==> src/design/csd_pkg.sv <==
// Package for the command stream decoder: kind codes, command ids,
// queue sizing and the item/result structs shared by all design files.
// No dependencies.
`default_nettype none

package csd_pkg;

  // Result kinds
  typedef enum logic [2:0] {
    K_CFG     = 3'd0,
    K_WRITE   = 3'd1,
    K_SYNC    = 3'd2,
    K_NEXT    = 3'd3,
    K_UNKNOWN = 3'd4,
    K_IGNORED = 3'd5
  } kind_t;

  // Command ids in bits 30:28
  localparam logic [2:0] ID_CFG  = 3'd1;
  localparam logic [2:0] ID_SYNC = 3'd6;
  localparam logic [2:0] ID_NEXT = 3'd7;

  // Field widths
  localparam int WORD_W  = 32;
  localparam int ADDR_W  = 17;
  localparam int COUNT_W = 12;

  // Register address stride in bytes
  localparam logic [ADDR_W-1:0] ADDR_STEP = 17'd4;

  // Front-to-back queue
  localparam int QDEPTH = 2;
  localparam int QPTR_W = $clog2(QDEPTH);
  localparam int QCNT_W = $clog2(QDEPTH + 1);

  // Classified item handed from front to back
  typedef struct packed {
    kind_t              kind;
    logic [WORD_W-1:0]  word;
    logic [ADDR_W-1:0]  addr;
    logic               last;
    logic               fin;
  } item_t;

  // Queue status seen by the back end and the top level
  typedef struct packed {
    logic full;
    logic empty;
  } q_stat_t;

  // Formatted result
  typedef struct packed {
    kind_t              kind;
    logic [ADDR_W-1:0]  reg_address;
    logic [WORD_W-1:0]  reg_data;
    logic [COUNT_W-1:0] write_count;
    logic [3:0]         sync_op;
    logic [15:0]        sync_mask;
    logic [7:0]         reserved_bits;
    logic [23:0]        next_pointer;
    logic               command_last;
    logic               final_write;
    logic [2:0]         unknown_id;
  } result_t;

endpackage

`default_nettype wire

==> src/design/csd_front.sv <==
// Front end of the command stream decoder: tracks payload/stop state and
// classifies each accepted beat into an item_t. Depends on csd_pkg.
`default_nettype none

module csd_front (
  input  wire logic          clk,
  input  wire logic          rst_n,
  input  wire logic          acc,
  input  wire logic [31:0]   word,
  input  wire logic          buffer_start,
  output csd_pkg::item_t     item
);
  import csd_pkg::*;

  logic               in_payload_r, in_payload_nxt;
  logic [COUNT_W-1:0] words_left_r, words_left_nxt;
  logic [ADDR_W-1:0]  write_address_r, write_address_nxt;
  logic               header_last_r, header_last_nxt;
  logic               stopped_r, stopped_nxt;

  logic               eff_payload;
  logic               eff_stopped;
  logic [2:0]         id;
  logic [COUNT_W-1:0] rn;

  assign eff_payload = in_payload_r & ~buffer_start;
  assign eff_stopped = stopped_r & ~buffer_start;
  assign id          = word[30:28];
  assign rn          = word[27:16];

  // Classify the beat and compute next state
  always_comb begin
    item.kind         = K_IGNORED;
    item.word         = word;
    item.addr         = write_address_r;
    item.last         = word[31];
    item.fin          = 1'b0;
    in_payload_nxt    = eff_payload;
    words_left_nxt    = buffer_start ? '0 : words_left_r;
    write_address_nxt = write_address_r;
    header_last_nxt   = header_last_r;
    stopped_nxt       = eff_stopped;
    if (eff_stopped) begin
      item.kind = K_IGNORED;
    end else if (eff_payload) begin
      item.kind         = K_WRITE;
      item.last         = header_last_r;
      item.fin          = (words_left_r == COUNT_W'(1));
      write_address_nxt = write_address_r + ADDR_STEP;
      words_left_nxt    = words_left_r - COUNT_W'(1);
      if (words_left_r == COUNT_W'(1)) begin
        in_payload_nxt = 1'b0;
      end
    end else begin
      case (id)
        ID_CFG: begin
          item.kind = K_CFG;
          if (rn != '0) begin
            in_payload_nxt    = 1'b1;
            words_left_nxt    = rn;
            write_address_nxt = {1'b0, word[15:0]};
            header_last_nxt   = word[31];
          end
        end
        ID_SYNC: item.kind = K_SYNC;
        ID_NEXT: item.kind = K_NEXT;
        default: begin
          item.kind   = K_UNKNOWN;
          stopped_nxt = 1'b1;
        end
      endcase
    end
  end

  // Advance state on each accepted beat
  always_ff @(posedge clk) begin
    if (!rst_n) begin
      in_payload_r    <= 1'b0;
      words_left_r    <= '0;
      write_address_r <= '0;
      header_last_r   <= 1'b0;
      stopped_r       <= 1'b0;
    end else if (acc) begin
      in_payload_r    <= in_payload_nxt;
      words_left_r    <= words_left_nxt;
      write_address_r <= write_address_nxt;
      header_last_r   <= header_last_nxt;
      stopped_r       <= stopped_nxt;
    end
  end

endmodule

`default_nettype wire

==> src/design/csd_queue.sv <==
// Short flop queue between the decoder front and back ends.
// Depends on csd_pkg for item_t and queue sizing.
`default_nettype none

module csd_queue (
  input  wire logic        clk,
  input  wire logic        rst_n,
  input  wire logic        wr,
  input  csd_pkg::item_t   wr_item,
  input  wire logic        rd,
  output csd_pkg::item_t   rd_item,
  output csd_pkg::q_stat_t stat
);
  import csd_pkg::*;

  item_t             slot_r [QDEPTH];
  logic [QPTR_W-1:0] wp_r, wp_nxt;
  logic [QPTR_W-1:0] rp_r, rp_nxt;
  logic [QCNT_W-1:0] cnt_r, cnt_nxt;
  logic              do_wr, do_rd;

  assign stat.full  = (cnt_r == QCNT_W'(QDEPTH));
  assign stat.empty = (cnt_r == '0);
  assign do_wr      = wr & ~stat.full;
  assign do_rd      = rd & ~stat.empty;
  assign rd_item    = slot_r[rp_r];

  // Pointer and count updates
  always_comb begin
    wp_nxt  = wp_r;
    rp_nxt  = rp_r;
    cnt_nxt = cnt_r;
    if (do_wr) begin
      wp_nxt = (wp_r == QPTR_W'(QDEPTH - 1)) ? '0 : wp_r + QPTR_W'(1);
    end
    if (do_rd) begin
      rp_nxt = (rp_r == QPTR_W'(QDEPTH - 1)) ? '0 : rp_r + QPTR_W'(1);
    end
    if (do_wr && !do_rd) begin
      cnt_nxt = cnt_r + QCNT_W'(1);
    end else if (do_rd && !do_wr) begin
      cnt_nxt = cnt_r - QCNT_W'(1);
    end
  end

  always_ff @(posedge clk) begin
    if (!rst_n) begin
      wp_r  <= '0;
      rp_r  <= '0;
      cnt_r <= '0;
    end else begin
      wp_r  <= wp_nxt;
      rp_r  <= rp_nxt;
      cnt_r <= cnt_nxt;
    end
  end

  // Store the beat; slots need no reset
  always_ff @(posedge clk) begin
    if (do_wr) begin
      slot_r[wp_r] <= wr_item;
    end
  end

endmodule

`default_nettype wire

==> src/design/csd_back.sv <==
// Back end of the command stream decoder: formats queued items into result
// fields and holds them in the output register. Depends on csd_pkg.
`default_nettype none

module csd_back (
  input  wire logic        clk,
  input  wire logic        rst_n,
  input  csd_pkg::item_t   item,
  input  csd_pkg::q_stat_t qstat,
  output logic             q_rd,
  input  wire logic        pop,
  output logic             empty,
  output csd_pkg::result_t res
);
  import csd_pkg::*;

  logic    valid_r, valid_nxt;
  result_t res_r, res_nxt;
  logic    load;

  assign load  = ~qstat.empty & (~valid_r | pop);
  assign q_rd  = load;
  assign empty = ~valid_r;
  assign res   = res_r;

  // Format fields by kind; fields that do not apply stay zero
  always_comb begin
    res_nxt      = '0;
    res_nxt.kind = item.kind;
    case (item.kind)
      K_CFG: begin
        res_nxt.reg_address  = {1'b0, item.word[15:0]};
        res_nxt.write_count  = item.word[27:16];
        res_nxt.command_last = item.last;
      end
      K_WRITE: begin
        res_nxt.reg_address  = item.addr;
        res_nxt.reg_data     = item.word;
        res_nxt.command_last = item.last;
        res_nxt.final_write  = item.fin;
      end
      K_SYNC: begin
        res_nxt.sync_op       = item.word[27:24];
        res_nxt.sync_mask     = item.word[15:0];
        res_nxt.reserved_bits = item.word[23:16];
        res_nxt.command_last  = item.last;
      end
      K_NEXT: begin
        res_nxt.reserved_bits = {4'b0, item.word[27:24]};
        res_nxt.next_pointer  = item.word[23:0];
        res_nxt.command_last  = item.last;
      end
      K_UNKNOWN: begin
        res_nxt.unknown_id = item.word[30:28];
      end
      default: begin
        res_nxt.kind = K_IGNORED;
      end
    endcase
  end

  // Output valid: load from queue, drop on pop
  always_comb begin
    valid_nxt = valid_r;
    if (load) begin
      valid_nxt = 1'b1;
    end else if (pop) begin
      valid_nxt = 1'b0;
    end
  end

  always_ff @(posedge clk) begin
    if (!rst_n) begin
      valid_r <= 1'b0;
    end else begin
      valid_r <= valid_nxt;
    end
  end

  // Hold the result until it is taken
  always_ff @(posedge clk) begin
    if (load) begin
      res_r <= res_nxt;
    end
  end

endmodule

`default_nettype wire

==> src/design/command_stream_decoder_core.sv <==
// Command stream decoder top level: front classifier, two-beat queue, back formatter.
// An accepted beat enters a queue slot, then the output register once that is free.
// Throughput: one beat per cycle while in_full is low; front classify is combinational.
// The two-entry queue and output register absorb stalls; in_full means the queue is full.
// Reset (rst_n low, synchronous) clears decode state, queue and output valid.
// Depends on csd_pkg, csd_front, csd_queue, csd_back.
`default_nettype none

module command_stream_decoder_core (
  input  wire logic        clk,
  input  wire logic        rst_n,
  input  wire logic        in_push,
  output logic             in_full,
  input  wire logic [31:0] in_word,
  input  wire logic        in_buffer_start,
  output logic             out_empty,
  input  wire logic        out_pop,
  output logic [2:0]       out_kind,
  output logic [16:0]      out_reg_address,
  output logic [31:0]      out_reg_data,
  output logic [11:0]      out_write_count,
  output logic [3:0]       out_sync_op,
  output logic [15:0]      out_sync_mask,
  output logic [7:0]       out_reserved_bits,
  output logic [23:0]      out_next_pointer,
  output logic             out_command_last,
  output logic             out_final_write,
  output logic [2:0]       out_unknown_id
);
  import csd_pkg::*;

  item_t   fr_item;
  item_t   q_item;
  q_stat_t q_stat;
  logic    q_rd;
  logic    in_acc;
  result_t res;

  assign in_full = q_stat.full;
  assign in_acc  = in_push & ~q_stat.full;

  csd_front u_front (
    .clk          (clk),
    .rst_n        (rst_n),
    .acc          (in_acc),
    .word         (in_word),
    .buffer_start (in_buffer_start),
    .item         (fr_item)
  );

  csd_queue u_queue (
    .clk     (clk),
    .rst_n   (rst_n),
    .wr      (in_acc),
    .wr_item (fr_item),
    .rd      (q_rd),
    .rd_item (q_item),
    .stat    (q_stat)
  );

  csd_back u_back (
    .clk   (clk),
    .rst_n (rst_n),
    .item  (q_item),
    .qstat (q_stat),
    .q_rd  (q_rd),
    .pop   (out_pop),
    .empty (out_empty),
    .res   (res)
  );

  // Unpack the result onto the ports
  assign out_kind          = res.kind;
  assign out_reg_address   = res.reg_address;
  assign out_reg_data      = res.reg_data;
  assign out_write_count   = res.write_count;
  assign out_sync_op       = res.sync_op;
  assign out_sync_mask     = res.sync_mask;
  assign out_reserved_bits = res.reserved_bits;
  assign out_next_pointer  = res.next_pointer;
  assign out_command_last  = res.command_last;
  assign out_final_write   = res.final_write;
  assign out_unknown_id    = res.unknown_id;

  // Only register writes carry data or the burst end flag
  a_write_fields: assert property (@(posedge clk) disable iff (!rst_n)
    (!out_empty && out_kind != K_WRITE) |-> (out_reg_data == '0 && !out_final_write))
    else $error("data or final flag on a non-write result");

  // Only an unknown stop reports an id
  a_unknown_id: assert property (@(posedge clk) disable iff (!rst_n)
    (!out_empty && out_kind != K_UNKNOWN) |-> (out_unknown_id == '0))
    else $error("unknown id on a result that is not a stop");

  // A buffer start always decodes as a fresh command
  a_start_cmd: assert property (@(posedge clk) disable iff (!rst_n)
    (in_acc && in_buffer_start) |-> (fr_item.kind != K_IGNORED && fr_item.kind != K_WRITE))
    else $error("buffer start beat not decoded as a command");

endmodule

`default_nettype wire
==> config.mk <==
export PLATFORM = sky130hd
export DESIGN_NAME = command_stream_decoder_core
export DESIGN_NICKNAME = d
export VERILOG_FILES = /design/src/design/csd_pkg.sv /design/src/design/csd_front.sv /design/src/design/csd_queue.sv /design/src/design/csd_back.sv /design/src/design/command_stream_decoder_core.sv
export SDC_FILE = /design/constraint.sdc
export NUM_CORES = 1
export LEC_CHECK = 0
export BUFFER_PORTS_ARGS = -buffer_cell sky130_fd_sc_hd__buf_4
export CAP_MARGIN = 20
export CORE_ASPECT_RATIO = 0.75
export CORE_MARGIN = 2
export CORE_UTILIZATION = 53
export CTS_CLUSTER_SIZE = 40
export DETAILED_ROUTE_END_ITERATION = 10
export PLACE_DENSITY = 0.75
export SLEW_MARGIN = 20
export SYNTH_ARGS = -nofsm -noshare
export SYNTH_HDL_FRONTEND = slang
export SYNTH_HIERARCHICAL = 1
export SYNTH_SLANG_ARGS = --single-unit
==> constraint.sdc <==
create_clock -name clk -period 10.95 [get_ports clk]
set_input_delay 0 -clock clk [delete_from_list [all_inputs] [get_ports clk]]
set_output_delay 0 -clock clk [all_outputs]
set_load 0.005 [all_outputs]
==> impl_metrics.yaml <==
outcome:
  status: "complete, no violations"
run:
  maxCapViolCount: 0
global_routing:
  grt_max_degree: 76
  grt_pass1_vias: 6446
  grt-ovfl-total: 0
  antenna_found_initial: 1
  track_usage: 0.217
  grt_first_pass_wirelength_um: 37000
clocking:
  cts_tree: "built"
  cts_buffers: 26
  clock-sinks: 267
  clock_latency_ps: 530
  clkTransAtPathRegs_ps: 60
  htree_num_levels: 1
  cts_buffer_depth: 3
  post_cts_buffers: 0
  cts-root-buf: "clkbuf_16"
place:
  dp_hpwl_um: 15900
  preCtsSetupSlack_ps: 8270
  place.gp.congestion: 0.883
  port_buffers: 159
  place_area_sq_um: 12300
floorplan:
  die-area_sq_um: 22300
  die-height_um: 130
  die_width_um: 172
  coreArea_sq_um: 20400
  ios: 160
  start_util: 0.547
  rows: 45
sta:
  setup_ws_ps: 8230
  timing.fmax_mhz: 368
  finalCritPeriodShare: 0.248
  finClkSkew_ps: 18.0
  setup_tns_ps: 0
  drv_slew: 0
  finalSetupViolCount: 0
  rsz0062_at_grt: "no"
  min_period_ps: 2720
  holdWs_ps: 214
  hold_viol_final: 0
  slew_headroom: 0.316
  tightest_slew_ps: 1030
finish:
  fillCellCount: 1476
  syn_to_final_growth_pct: 21.5
  finalInstanceArea_sq_um: 13600
  fin_nets: 1026
  drive_above_1_share: 0.284
  antenna_cells: 0
critical_path:
  cp_max_fo: 44
  required_ps: 11110
  crit_path_start_kind: "register"
  cp-end-kind: "register"
  path_class: "register to register"
  arrival_ps: 2880
drt:
  routed_via_density: 5.58
  drtPass1Iterations: 6
  post-route-drc-count: 0
  drtIter0Drc: 1033
  vias: 7182
  routedWlPerCell_um: 19.0
  ant_nets: 0
  routed_wl_um: 24400
logic_synthesis:
  yosysTopAreaCellShare: 0.616
  synth_edf_count: 229
  synthDistinctLibCells: 64
  synth_most_common_cell: "edfxtp_1"
  syn_area_sq_um: 11200
  synth_seq_cells: 267
  synth_largest_area_cell: "edfxtp_1"
  async_flop_share: 0
  ys_warn_count: 6
  ys.flop_type: "edfxtp_1"
  synthCells: 830
  syn_nets: 871
  synth.top_cells.by_area: "edfxtp_1, dfxtp_1, mux2_2, nor2_1, buf_4"
  ys_seq_area_frac: 0.684
  synth_common_cells: "edfxtp_1, nor2_1, mux2_2"
  synth.avg_cell_area_sq_um: 13.5
power_and_ir_drop:
  powerDensity_nw_per_um2: 258
  finalPower_w: 0.00350
  vdd_drop_max_v: 0.000233
  power_leakage_nw: 5.03
hold_path:
  hp-class: "input port to register"
-- worst max-delay path: stages (launching register included) --
cell      delay [ps]
dfxtp_1          410
nand2b_1         180
inv_2             90
nor2b_4          320
inv_1            150
nor3_4           570
buf_4            590
-- cell usage in the layout, fill, tap and decap left out, drive strengths merged, types with 9 or more instances in the layout --
cell and count:
nor2 134, mux2i 21, dfxtp 38, mux2 55, edfxtp 229, clkinv 16
o21ai 19, inv 9, nand2 36, and3 9, buf 168, a21oi 29
clkbuf 26, dlygate4sd3 36, o31ai 9, and2 11, nand2b 38, nand3 19
nor3 10
-- per-stage QoR --
| stage | cells | utilization |
|---|---|---|
| after detailed placement | 1203 | 0.602 |
| after CTS | 1287 | 0.664 |
| after global routing | 1287 | 0.664 |
| final | 1287 | 0.664 |
| after floorplan | 830 | - |
| after global placement | 1203 | 0.602 |
-- final timing paths --
check	depth (start not counted)	to	slack, ps	start
max	6	u_queue/slot_r[0][12]$_DFFE_PP_	8230	u_queue/cnt_r[0]$_SDFFE_PN0P_
min	2	u_queue/slot_r[1][25]$_DFFE_PP_	210	in_word[6]
max reg2reg	6	u_queue/slot_r[0][12]$_DFFE_PP_	8230	u_queue/cnt_r[0]$_SDFFE_PN0P_
min reg2reg	0	u_queue/slot_r[1][3]$_DFFE_PP_	460	u_front/write_address_r[1]$_SDFFE_PN0P_
-- sequential cells by signal, summed over array words and instances, names as in the netlist, named ones only --
signal and count:
u_queue/rp_r 1, u_queue/wp_r 1, u_front/in_payload_r 1, u_front/write_address_r 17, u_queue/slot_r 108, u_queue/cnt_r 2, u_back/res 121, u_front/stopped_r 1
u_front/header_last_r 1, u_back/valid_r 1, u_front/words_left_r 12
-- kinds of logic (layout without fill, tap and decap cells) --
family	Yosys count	in the layout	share of synthesized area
AO/OA/AOI/OAI	103	103	0.0614
XOR/XNOR	5	5	0.00392
adder cells (fa/ha/maj)	4	4	0.00448
buffers and inverters	87	262	0.0482
flip-flops	267	267	0.684
multiplexers	76	76	0.0743
AND/OR/NAND/NOR	288	288	0.124
-- power by group --
part	switching, W	leakage, nW	internal (W)
clock	0.000376	0.440	0.000555
combinational	0.000565	2.08	0.000426
sequential	0.0000933	2.51	0.00149
-- layout make-up --
class	instances	area, sq um	area share
Clock inverter	22	258	0.0190
Timing Repair Buffer	204	1620	0.119
Inverter	10	37.5	0.00277
Tap cell	282	353	0.0260
Multi-Input combinational cell	476	3020	0.222
Sequential cell	267	7640	0.563
Clock buffer	26	651	0.0479
-- metal layers --
metal | global-route usage | wire [um] | part of all wire | vias to the layer above
li1 | - | - | - | 3312
met1 | 0.342 | 11300 | 0.46 | 3455
met2 | 0.318 | 10500 | 0.43 | 377
met3 | 0.0397 | 2290 | 0.094 | 36
met4 | 0.0414 | 391 | 0.016 | 2
met5 | 0 | 13 | 0.00053 | -
-- what timing repair did --
item                      4_1_cts  5_1_grt
hold buffers                   36        0
hold endpoints to repair      107        0
gates resized for setup         0        0
Power figures use the tool's default switching activity.
